File: config.mk
export PLATFORM = sky130hd
export DESIGN_NAME = vad_hangover_smoother
export DESIGN_NICKNAME = d
export VERILOG_FILES = /design/src/sv/vhs_pkg.sv /design/src/sv/vhs_cfg.sv /design/src/sv/vhs_hangover.sv /design/src/sv/vhs_lookback.sv /design/src/sv/vhs_out_fifo.sv /design/src/sv/vad_hangover_smoother.sv
export SDC_FILE = /design/constraint.sdc
export NUM_CORES = 1
export LEC_CHECK = 0
export ABC_CLOCK_PERIOD_IN_PS = 9100
export BUFFER_PORTS_ARGS = -buffer_cell sky130_fd_sc_hd__buf_2
export CELL_PAD_IN_SITES_DETAIL_PLACEMENT = 1
export CELL_PAD_IN_SITES_GLOBAL_PLACEMENT = 2
export CORE_ASPECT_RATIO = 1.25
export CORE_UTILIZATION = 43
export DETAILED_ROUTE_END_ITERATION = 8
export PLACE_DENSITY_LB_ADDON = 0.25
export SLEW_MARGIN = 20
export SYNTH_ARGS = -nofsm -noshare
export SYNTH_HDL_FRONTEND = slang
export SYNTH_HIERARCHICAL = 1
export SYNTH_SLANG_ARGS = --single-unit
export TNS_END_PERCENT = 100
File: constraint.sdc
create_clock -name i_clk -period 9.1 [get_ports i_clk]
set_input_delay 1.365 -clock i_clk [delete_from_list [all_inputs] [get_ports i_clk]]
set_output_delay 1.365 -clock i_clk [all_outputs]
set_load 0.005 [all_outputs]
File: src/sv/vhs_pkg.sv
// shared types, register map and constants of the vad hangover smoother
package vhs_pkg;

    localparam int MaxLookbackDef = 32;
    localparam int CountBitsDef   = 10;

    localparam int CfgIdxW   = 3;
    localparam int CfgDataW  = 16;
    localparam int ScoreW    = 16;
    localparam int ThrW      = 10;
    localparam int LookbackW = 6;

    localparam logic [CfgIdxW-1:0] REG_SCORE_THR = 3'd0;
    localparam logic [CfgIdxW-1:0] REG_ONSET     = 3'd1;
    localparam logic [CfgIdxW-1:0] REG_RELEASE   = 3'd2;
    localparam logic [CfgIdxW-1:0] REG_ENDPOINT  = 3'd3;
    localparam logic [CfgIdxW-1:0] REG_LOOKBACK  = 3'd4;

    localparam logic [ScoreW-1:0]    SCORE_THR_RST = 16'd32768;
    localparam logic [ThrW-1:0]      ONSET_RST     = 10'd3;
    localparam logic [ThrW-1:0]      RELEASE_RST   = 10'd15;
    localparam logic [ThrW-1:0]      ENDPOINT_RST  = 10'd50;
    localparam logic [LookbackW-1:0] LOOKBACK_RST  = 6'd0;

    typedef enum logic {
        OP_FRAME = 1'b0,
        OP_FLUSH = 1'b1
    } t_vhs_op;

    typedef enum logic {
        ST_SILENCE = 1'b0,
        ST_SPEECH  = 1'b1
    } t_vhs_state;

    typedef struct packed {
        logic [ScoreW-1:0]    score_thr;
        logic [ThrW-1:0]      onset;
        logic [ThrW-1:0]      release_len;
        logic [ThrW-1:0]      endpoint;
        logic [LookbackW-1:0] lookback;
    } t_vhs_cfg;

    // bit 0 speech_out, bit 1 smoothed, bit 2 endpoint
    typedef struct packed {
        logic endpoint;
        logic smoothed;
        logic speech;
    } t_vhs_flags;

    typedef struct packed {
        logic       last;
        t_vhs_flags flags;
    } t_vhs_result;

endpackage

File: src/sv/vhs_cfg.sv
// configuration register file of the vad hangover smoother
module vhs_cfg (
    input  logic                         i_clk,
    input  logic                         i_rst_n,
    input  logic                         i_cfg_valid,
    input  logic [vhs_pkg::CfgIdxW-1:0]  i_cfg_index,
    input  logic [vhs_pkg::CfgDataW-1:0] i_cfg_data,
    output vhs_pkg::t_vhs_cfg            o_cfg
);

    vhs_pkg::t_vhs_cfg r_cfg;

    always_ff @(posedge i_clk) begin
        if (!i_rst_n) begin
            r_cfg.score_thr   <= vhs_pkg::SCORE_THR_RST;
            r_cfg.onset       <= vhs_pkg::ONSET_RST;
            r_cfg.release_len <= vhs_pkg::RELEASE_RST;
            r_cfg.endpoint    <= vhs_pkg::ENDPOINT_RST;
            r_cfg.lookback    <= vhs_pkg::LOOKBACK_RST;
        end else if (i_cfg_valid) begin
            unique case (i_cfg_index)
                vhs_pkg::REG_SCORE_THR: r_cfg.score_thr   <= i_cfg_data;
                vhs_pkg::REG_ONSET:     r_cfg.onset       <= i_cfg_data[vhs_pkg::ThrW-1:0];
                vhs_pkg::REG_RELEASE:   r_cfg.release_len <= i_cfg_data[vhs_pkg::ThrW-1:0];
                vhs_pkg::REG_ENDPOINT:  r_cfg.endpoint    <= i_cfg_data[vhs_pkg::ThrW-1:0];
                vhs_pkg::REG_LOOKBACK:  r_cfg.lookback    <= i_cfg_data[vhs_pkg::LookbackW-1:0];
                default: ;
            endcase
        end
    end

    assign o_cfg = r_cfg;

endmodule

File: src/sv/vhs_hangover.sv
// silence/speech hangover state machine with saturating run counters
module vhs_hangover #(
    parameter int COUNT_BITS = vhs_pkg::CountBitsDef
) (
    input  logic                       i_clk,
    input  logic                       i_rst_n,
    input  logic                       i_step,
    input  logic                       i_clear,
    input  logic [vhs_pkg::ScoreW-1:0] i_score,
    input  vhs_pkg::t_vhs_cfg          i_cfg,
    output vhs_pkg::t_vhs_flags        o_flags
);

    localparam int CmpW = (COUNT_BITS > vhs_pkg::ThrW) ? COUNT_BITS : vhs_pkg::ThrW;

    vhs_pkg::t_vhs_state   r_state;
    vhs_pkg::t_vhs_state   n_state;
    logic [COUNT_BITS-1:0] r_voice_run;
    logic [COUNT_BITS-1:0] n_voice_run;
    logic [COUNT_BITS-1:0] r_silent_run;
    logic [COUNT_BITS-1:0] n_silent_run;
    logic [COUNT_BITS-1:0] voice_inc;
    logic [COUNT_BITS-1:0] silent_inc;
    logic                  voice;

    assign voice      = (i_score <= i_cfg.score_thr);
    assign voice_inc  = (r_voice_run == '1) ? r_voice_run : r_voice_run + 1'b1;
    assign silent_inc = (r_silent_run == '1) ? r_silent_run : r_silent_run + 1'b1;

    // next state
    always_comb begin
        n_state      = r_state;
        n_voice_run  = r_voice_run;
        n_silent_run = r_silent_run;
        unique case (r_state)
            vhs_pkg::ST_SILENCE: begin
                if (voice) begin
                    n_voice_run = voice_inc;
                    if (CmpW'(voice_inc) >= CmpW'(i_cfg.onset)) begin
                        n_state      = vhs_pkg::ST_SPEECH;
                        n_silent_run = '0;
                    end
                end else begin
                    n_voice_run  = '0;
                    n_silent_run = silent_inc;
                end
            end
            vhs_pkg::ST_SPEECH: begin
                if (!voice) begin
                    n_silent_run = silent_inc;
                    if (CmpW'(silent_inc) >= CmpW'(i_cfg.release_len)) begin
                        n_state     = vhs_pkg::ST_SILENCE;
                        n_voice_run = '0;
                    end
                end else begin
                    n_silent_run = '0;
                    n_voice_run  = voice_inc;
                end
            end
            default: n_state = vhs_pkg::ST_SILENCE;
        endcase
    end

    // frame decision
    always_comb begin
        o_flags.speech   = (n_state == vhs_pkg::ST_SPEECH);
        o_flags.smoothed = (n_state == vhs_pkg::ST_SPEECH);
        o_flags.endpoint = (r_state == vhs_pkg::ST_SILENCE) && !voice
                           && (CmpW'(silent_inc) >= CmpW'(i_cfg.endpoint));
    end

    always_ff @(posedge i_clk) begin
        if (!i_rst_n || i_clear) begin
            r_state      <= vhs_pkg::ST_SILENCE;
            r_voice_run  <= '0;
            r_silent_run <= '0;
        end else if (i_step) begin
            r_state      <= n_state;
            r_voice_run  <= n_voice_run;
            r_silent_run <= n_silent_run;
        end
    end

endmodule

File: src/sv/vhs_lookback.sv
// lookback delay line: marks waiting frames at speech, emits and flushes them
module vhs_lookback #(
    parameter int MAX_LOOKBACK = vhs_pkg::MaxLookbackDef
) (
    input  logic                              i_clk,
    input  logic                              i_rst_n,
    input  logic                              i_fire,
    input  vhs_pkg::t_vhs_op                  i_op,
    input  vhs_pkg::t_vhs_flags               i_flags,
    input  logic [vhs_pkg::LookbackW-1:0]     i_lookback,
    output logic                              o_emit_valid,
    output vhs_pkg::t_vhs_result              o_emit,
    output logic                              o_done,
    output logic                              o_clear,
    output logic [$clog2(MAX_LOOKBACK+1)-1:0] o_count
);

    localparam int CntW = $clog2(MAX_LOOKBACK + 1);
    localparam int LbW  = (CntW > vhs_pkg::LookbackW) ? CntW : vhs_pkg::LookbackW;

    vhs_pkg::t_vhs_flags r_pend [MAX_LOOKBACK];
    vhs_pkg::t_vhs_flags n_pend [MAX_LOOKBACK];
    vhs_pkg::t_vhs_flags ored   [MAX_LOOKBACK+1];
    logic [CntW-1:0]     r_count;
    logic [CntW-1:0]     n_count;
    logic [LbW-1:0]      lb;

    assign lb = (LbW'(i_lookback) > LbW'(MAX_LOOKBACK)) ? LbW'(MAX_LOOKBACK)
                                                         : LbW'(i_lookback);

    // waiting frames marked by a speech frame
    always_comb begin
        for (int i = 0; i < MAX_LOOKBACK; i++) begin
            ored[i]        = r_pend[i];
            ored[i].speech = r_pend[i].speech
                             | (i_flags.speech & (CntW'(i) < r_count));
        end
        ored[MAX_LOOKBACK] = '0;
    end

    always_comb begin
        n_pend       = r_pend;
        n_count      = r_count;
        o_emit_valid = 1'b0;
        o_emit       = '0;
        o_done       = 1'b0;
        o_clear      = 1'b0;
        if (i_fire) begin
            unique case (i_op)
                vhs_pkg::OP_FRAME: begin
                    o_done = 1'b1;
                    if (LbW'(r_count) < lb) begin
                        for (int i = 0; i < MAX_LOOKBACK; i++) begin
                            n_pend[i] = (CntW'(i) == r_count) ? i_flags : ored[i];
                        end
                        n_count = r_count + 1'b1;
                    end else if (r_count == '0) begin
                        o_emit_valid = 1'b1;
                        o_emit.last  = 1'b1;
                        o_emit.flags = i_flags;
                    end else begin
                        o_emit_valid = 1'b1;
                        o_emit.last  = 1'b1;
                        o_emit.flags = ored[0];
                        for (int i = 0; i < MAX_LOOKBACK; i++) begin
                            if (CntW'(i) + 1'b1 < r_count) begin
                                n_pend[i] = ored[i+1];
                            end else if (CntW'(i) + 1'b1 == r_count) begin
                                n_pend[i] = i_flags;
                            end else begin
                                n_pend[i] = ored[i];
                            end
                        end
                    end
                end
                vhs_pkg::OP_FLUSH: begin
                    if (r_count == '0) begin
                        o_done  = 1'b1;
                        o_clear = 1'b1;
                    end else begin
                        o_emit_valid = 1'b1;
                        o_emit.flags = r_pend[0];
                        o_emit.last  = (r_count == CntW'(1));
                        for (int i = 0; i < MAX_LOOKBACK; i++) begin
                            n_pend[i] = r_pend[i];
                            if (i < MAX_LOOKBACK - 1) begin
                                n_pend[i] = ored[i+1];
                                n_pend[i].speech = r_pend[(i+1) % MAX_LOOKBACK].speech;
                            end
                        end
                        n_count = r_count - 1'b1;
                        if (r_count == CntW'(1)) begin
                            o_done  = 1'b1;
                            o_clear = 1'b1;
                        end
                    end
                end
                default: ;
            endcase
        end
    end

    always_ff @(posedge i_clk) begin
        if (!i_rst_n) begin
            r_count <= '0;
        end else begin
            r_count <= n_count;
        end
    end

    always_ff @(posedge i_clk) begin
        r_pend <= n_pend;
    end

    assign o_count = r_count;

endmodule

File: src/sv/vhs_out_fifo.sv
// two-entry result queue between the core and the output channel
module vhs_out_fifo (
    input  logic                 i_clk,
    input  logic                 i_rst_n,
    input  logic                 i_push,
    input  vhs_pkg::t_vhs_result i_data,
    input  logic                 i_ready,
    output logic                 o_valid,
    output vhs_pkg::t_vhs_result o_data,
    output logic                 o_space
);

    vhs_pkg::t_vhs_result r_q0;
    vhs_pkg::t_vhs_result r_q1;
    logic [1:0]           r_cnt;
    logic                 pop;

    assign o_valid = (r_cnt != 2'd0);
    assign o_data  = r_q0;
    assign o_space = (r_cnt != 2'd2);
    assign pop     = o_valid && i_ready;

    always_ff @(posedge i_clk) begin
        if (!i_rst_n) begin
            r_cnt <= 2'd0;
        end else if (i_push && !pop) begin
            r_cnt <= r_cnt + 2'd1;
        end else if (pop && !i_push) begin
            r_cnt <= r_cnt - 2'd1;
        end
    end

    always_ff @(posedge i_clk) begin
        priority if (i_push && pop) begin
            if (r_cnt == 2'd1) begin
                r_q0 <= i_data;
            end else begin
                r_q0 <= r_q1;
                r_q1 <= i_data;
            end
        end else if (pop) begin
            r_q0 <= r_q1;
        end else if (i_push) begin
            if (r_cnt == 2'd0) begin
                r_q0 <= i_data;
            end else begin
                r_q1 <= i_data;
            end
        end
    end

endmodule

File: src/sv/vad_hangover_smoother.sv
// vad hangover smoother: per-frame voice decision with hangover and lookback
// The slave channel carries one frame per transaction: tdata holds the 16-bit
// silence score, tuser the operation (0 frame, 1 end of stream). The master
// channel returns one result per delayed frame: tdata bit 0 speech_out, bit 1
// smoothed_speech, bit 2 endpoint_hit; tlast is set on every frame result and,
// during a flush, only on the final flushed frame. Registers are written on
// the cfg channel (index 0 threshold, 1 onset, 2 release, 3 endpoint,
// 4 lookback); the user is to write them only while the block is idle, which
// the block itself does not enforce; o_cfg_ready is always high. A frame is
// taken into an input register, processed combinationally from it once the
// output queue has room, and its result enters a two-entry output queue; a
// result is further delayed by lookback_frames frames in the delay line.
// Throughput is one frame per cycle while the output queue has room; a flush
// emits its waiting frames through the single output write per cycle, also
// only while the queue has room. When the receiver stalls the queue fills and
// o_s_axis_tready falls after at most three more frames once the delay line
// is full; nothing is lost. Synchronous reset clears the hangover state, the
// delay line count and the queue, and restores the register defaults; an end
// of stream clears state but keeps the registers.
module vad_hangover_smoother #(
    parameter int MAX_LOOKBACK = vhs_pkg::MaxLookbackDef,
    parameter int COUNT_BITS   = vhs_pkg::CountBitsDef
) (
    input  logic                         i_clk,
    input  logic                         i_rst_n,
    input  logic                         i_s_axis_tvalid,
    output logic                         o_s_axis_tready,
    input  logic [15:0]                  i_s_axis_tdata,  // silence_score
    input  logic                         i_s_axis_tuser,  // operation
    output logic                         o_m_axis_tvalid,
    input  logic                         i_m_axis_tready,
    output logic [7:0]                   o_m_axis_tdata,  // speech_out, smoothed, endpoint, pad
    output logic                         o_m_axis_tlast,
    input  logic                         i_cfg_valid,
    output logic                         o_cfg_ready,
    input  logic [vhs_pkg::CfgIdxW-1:0]  i_cfg_index,
    input  logic [vhs_pkg::CfgDataW-1:0] i_cfg_data
);

    localparam int CntW = $clog2(MAX_LOOKBACK + 1);

    vhs_pkg::t_vhs_cfg     cfg;
    vhs_pkg::t_vhs_flags   flags;
    vhs_pkg::t_vhs_result  emit;
    vhs_pkg::t_vhs_result  out_data;
    vhs_pkg::t_vhs_op      r_in_op;
    logic [15:0]           r_in_score;
    logic                  r_in_valid;
    logic                  fire;
    logic                  done;
    logic                  clear;
    logic                  emit_valid;
    logic                  space;
    logic [CntW-1:0]       count;

    assign o_cfg_ready     = 1'b1;
    assign fire            = r_in_valid && space;
    assign o_s_axis_tready = !r_in_valid || done;

    always_ff @(posedge i_clk) begin
        if (!i_rst_n) begin
            r_in_valid <= 1'b0;
        end else if (o_s_axis_tready) begin
            r_in_valid <= i_s_axis_tvalid;
        end
    end

    always_ff @(posedge i_clk) begin
        if (o_s_axis_tready && i_s_axis_tvalid) begin
            r_in_op    <= vhs_pkg::t_vhs_op'(i_s_axis_tuser);
            r_in_score <= i_s_axis_tdata;
        end
    end

    vhs_cfg u_cfg (
        .i_clk       (i_clk),
        .i_rst_n     (i_rst_n),
        .i_cfg_valid (i_cfg_valid),
        .i_cfg_index (i_cfg_index),
        .i_cfg_data  (i_cfg_data),
        .o_cfg       (cfg)
    );

    vhs_hangover #(
        .COUNT_BITS (COUNT_BITS)
    ) u_hangover (
        .i_clk   (i_clk),
        .i_rst_n (i_rst_n),
        .i_step  (fire && (r_in_op == vhs_pkg::OP_FRAME)),
        .i_clear (clear),
        .i_score (r_in_score),
        .i_cfg   (cfg),
        .o_flags (flags)
    );

    vhs_lookback #(
        .MAX_LOOKBACK (MAX_LOOKBACK)
    ) u_lookback (
        .i_clk        (i_clk),
        .i_rst_n      (i_rst_n),
        .i_fire       (fire),
        .i_op         (r_in_op),
        .i_flags      (flags),
        .i_lookback   (cfg.lookback),
        .o_emit_valid (emit_valid),
        .o_emit       (emit),
        .o_done       (done),
        .o_clear      (clear),
        .o_count      (count)
    );

    vhs_out_fifo u_out_fifo (
        .i_clk   (i_clk),
        .i_rst_n (i_rst_n),
        .i_push  (emit_valid),
        .i_data  (emit),
        .i_ready (i_m_axis_tready),
        .o_valid (o_m_axis_tvalid),
        .o_data  (out_data),
        .o_space (space)
    );

    assign o_m_axis_tdata = {5'd0, out_data.flags};
    assign o_m_axis_tlast = out_data.last;

    // a result is only pushed when the queue has room
    a_push_space: assert property (@(posedge i_clk) disable iff (!i_rst_n)
        emit_valid |-> space)
        else $error("result pushed into full output queue");

    // a finished flush leaves the delay line empty
    a_flush_empty: assert property (@(posedge i_clk) disable iff (!i_rst_n)
        (fire && done && (r_in_op == vhs_pkg::OP_FLUSH)) |=> (count == '0))
        else $error("delay line not empty after flush");

    // with no lookback and nothing waiting a frame comes straight out
    a_direct_emit: assert property (@(posedge i_clk) disable iff (!i_rst_n)
        (fire && (r_in_op == vhs_pkg::OP_FRAME) && (cfg.lookback == '0)
         && (count == '0)) |-> (emit_valid && emit.last && (emit.flags == flags)))
        else $error("frame not emitted directly at zero lookback");

endmodule

==> results.txt <==
Status: finished, final reports clean
Max clock buf depth: 3
RSZ-0062 raised after global routing: false
Hold Path Cell Cnt: 2
Die area: 0.0318 mm^2
HPWL after DPL: 28.4 mm
Total GRT Usage: 26.9%
Asr flop ratio synth: 0%
Max Slew Vio Count: 0
Final hold violation count: 0
PwrDens: 226 mW/mm^2
CTS buffer count: 25
FMAX: 189 MHz
Synth cell types: 108
PortBufs: 46
Setup Skew: 0.00973 ns
GP Congestion: 0.846
Number of global-route vias before repair: 12200
Initial antenna violation count: 0
Vias: 11800
Post-route ant nets: 0
Leakage: 5.58 nW
RR Startpoint: u_hangover/r_voice_run[0]
Core area: 0.0304 mm^2
Sequential cell area fraction in the yosys report: 39.4%
Global-route wire length before repair: 67.6 mm
Final Instance Count excl. Fillers: 1900
Die width: 160 um
Clk root buf: clkbuf_16
Reg2Reg Depth: 16
N_diodes: 0
Total grt overflow: 0
Area Growth Syn to Fin: 9.18%
FF+latch count, synth: 203
Initial Utilization: 44.0%
Minimum clock period: 5.29 ns
Setup crit end kind: flop
Post-Place Cells: 1855
Rows: 71
Nets: 1583
Final period util: 58.1%
Warnings from Yosys: 6
Clk_lat worst skew: 0.54 ns
DRT iter0 DRCs: 779
Number of vias per cell: 6.18
Critical path data arrival time: 5.67 ns
Slew HR: 32.8%
Mapped Avg Cell Area: 8.92 um^2
Pwr Total: 3.30 mW
FILL cells: 3554
Cts repair resizes: 0
Worst hold endpoint: u_cfg/o_cfg[35]
Max FO, Critical Path: 65
Most frequent cells in the layout: 161 x nand2_1, 133 x a21oi_1, 121 x edfxtp_1
Max Cap Violations: 0
Crit path kind: flop to flop
CTS tree: done
CTS sink count: 203
Post-Synthesis Cells: 1501
Reg clk slew, reported paths: 0.06 ns
Most common cell after layout, fill and taps aside: nand2_1
Reg-to-Reg End: u_lookback/r_pend[12]
Multi-input logic area: 0.00714 mm^2
Layout cells sized above 1: 10.5%
Hold path startpoint: u_cfg/o_cfg[35]
DRT Pass-1 Iters: 5
H-tree Lvls: 1
Critical Path RT: 9.49 ns
Largest net degree at the start of global routing: 82
Final WL: 42.9 mm
R2R Setup Slk: 3.81 ns
# hold bufs at CTS: 0
Routed WL per cell: 22.6 um
Reg area: 0.00528 mm^2
Post-CTS setup buffers: 0
VDD IR max: 0.177 mV
Num ports: 53
Post-synth EDFFs: 121
Die height: 199 um
Setup tns final: 0 ns
Final setup vio count: 0
Netlist Area Pre-Place: 0.0134 mm^2
Worst hold path class: flop to flop
Worst-margin pin slew: 1.01 ns
Synth Flop Type: edfxtp_1
Startpoint Class: flop
DRC: 0
## registers in the layout, summed over array words and instances (netlist names)
name,flops
u_lookback/r_pend,32
r_in_valid,1
u_lookback/ored,64
u_out_fifo/o_data,4
u_lookback/o_count,6
u_out_fifo/r_q1,4
r_in_score,16
u_hangover/r_state,1
u_cfg/o_cfg,52
r_in_op,1
u_hangover/r_silent_run,10
u_out_fifo/r_cnt,2
u_hangover/r_voice_run,10
## worst max-delay path by stage
stage,cells after the start,start,end
2_1_floorplan,18,u_hangover/r_voice_run[0],u_lookback/r_pend[6]
3_3_place_gp,16,u_hangover/r_voice_run[0],u_lookback/r_pend[12]
3_5_place_dp,16,u_hangover/r_voice_run[0],u_lookback/r_pend[12]
4_1_cts,16,u_hangover/r_voice_run[0],u_lookback/r_pend[12]
5_1_grt,16,u_hangover/r_voice_run[0],u_lookback/r_pend[12]
6_report,16,u_hangover/r_voice_run[0],u_lookback/r_pend[12]
## cells by family after synthesis
family                   share of synthesized area (%)
XOR/XNOR                                         0.589
AND/OR/NAND/NOR                                   16.7
AO/OA/AOI/OAI                                     24.4
buffers and inverters                             7.47
adder cells (fa/ha/maj)                           5.70
multiplexers                                      5.73
flip-flops                                        39.4
other                                           0.0561
## report_power, final
part           internal, mW  leakage, nW  switching (mW)
logic                 0.346         3.37           0.749
registers              1.11         1.79          0.0533
clock network         0.633        0.429           0.406
## synth_stat cells, drive strengths merged (17+ instances only)
cell type | n | area, um^2
nor2 | 81 | 322
buf | 62 | 355
o21ai | 72 | 372
o211ai | 17 | 128
dfxtp | 82 | 1640
o21a | 20 | 150
clkbuf | 59 | 224
o22ai | 41 | 257
a22o | 21 | 184
nor2b | 29 | 189
nand3 | 45 | 225
a21oi | 133 | 666
nor3 | 31 | 160
o31ai | 20 | 174
inv | 110 | 413
mux2i | 65 | 651
nand2 | 162 | 611
a31oi | 25 | 156
ha | 61 | 763
edfxtp | 121 | 3630
a211oi | 18 | 148
## area by class of cell
type                       count  area share (%)
multi-input combinational   1069            48.9
clock buffer                  39            5.49
tap                          401            3.43
inverter                     112            2.88
clock inverter                 6           0.411
timing repair buffer          70            2.81
sequential                   203            36.1
## critical path, stage by stage (launching register included)
cell      delay, ns
dfxtp_1        0.43
ha_1           0.28
and4_1         0.36
nand4_4        0.20
nand2_1        0.21
nor3_1         0.09
or2_2          0.28
ha_1           0.30
nand4_1        0.13
nor3_1         0.18
or3_1          0.27
and2_2         0.19
buf_4          0.54
clkinv_1       0.83
a41oi_1        0.46
o211ai_1       0.11
a31oi_1        0.22
## routing by layer
layer | wire (um) | GRT usage [%] | vias up
li1 | - | - | 5512
met4 | 2000 | 14.3 | 0
met3 | 1650 | 2.47 | 108
met2 | 21400 | 48.2 | 335
met1 | 17800 | 32.1 | 5795
met5 | 0 | 0 | -
## per-stage QoR
step	setup WS, ns	util, %	hold WS (ns)	instance area (um^2)
2_1_floorplan	4.85	-	0.435	13400
3_3_place_gp	3.97	45.3	0.443	13700
3_5_place_dp	3.87	45.3	0.456	13700
4_1_cts	3.81	48.1	0.465	14600
5_1_grt	3.36	48.1	0.473	14600
6_report	3.81	48.1	0.461	14600
Note: power is estimated with default switching activity, not from simulation.
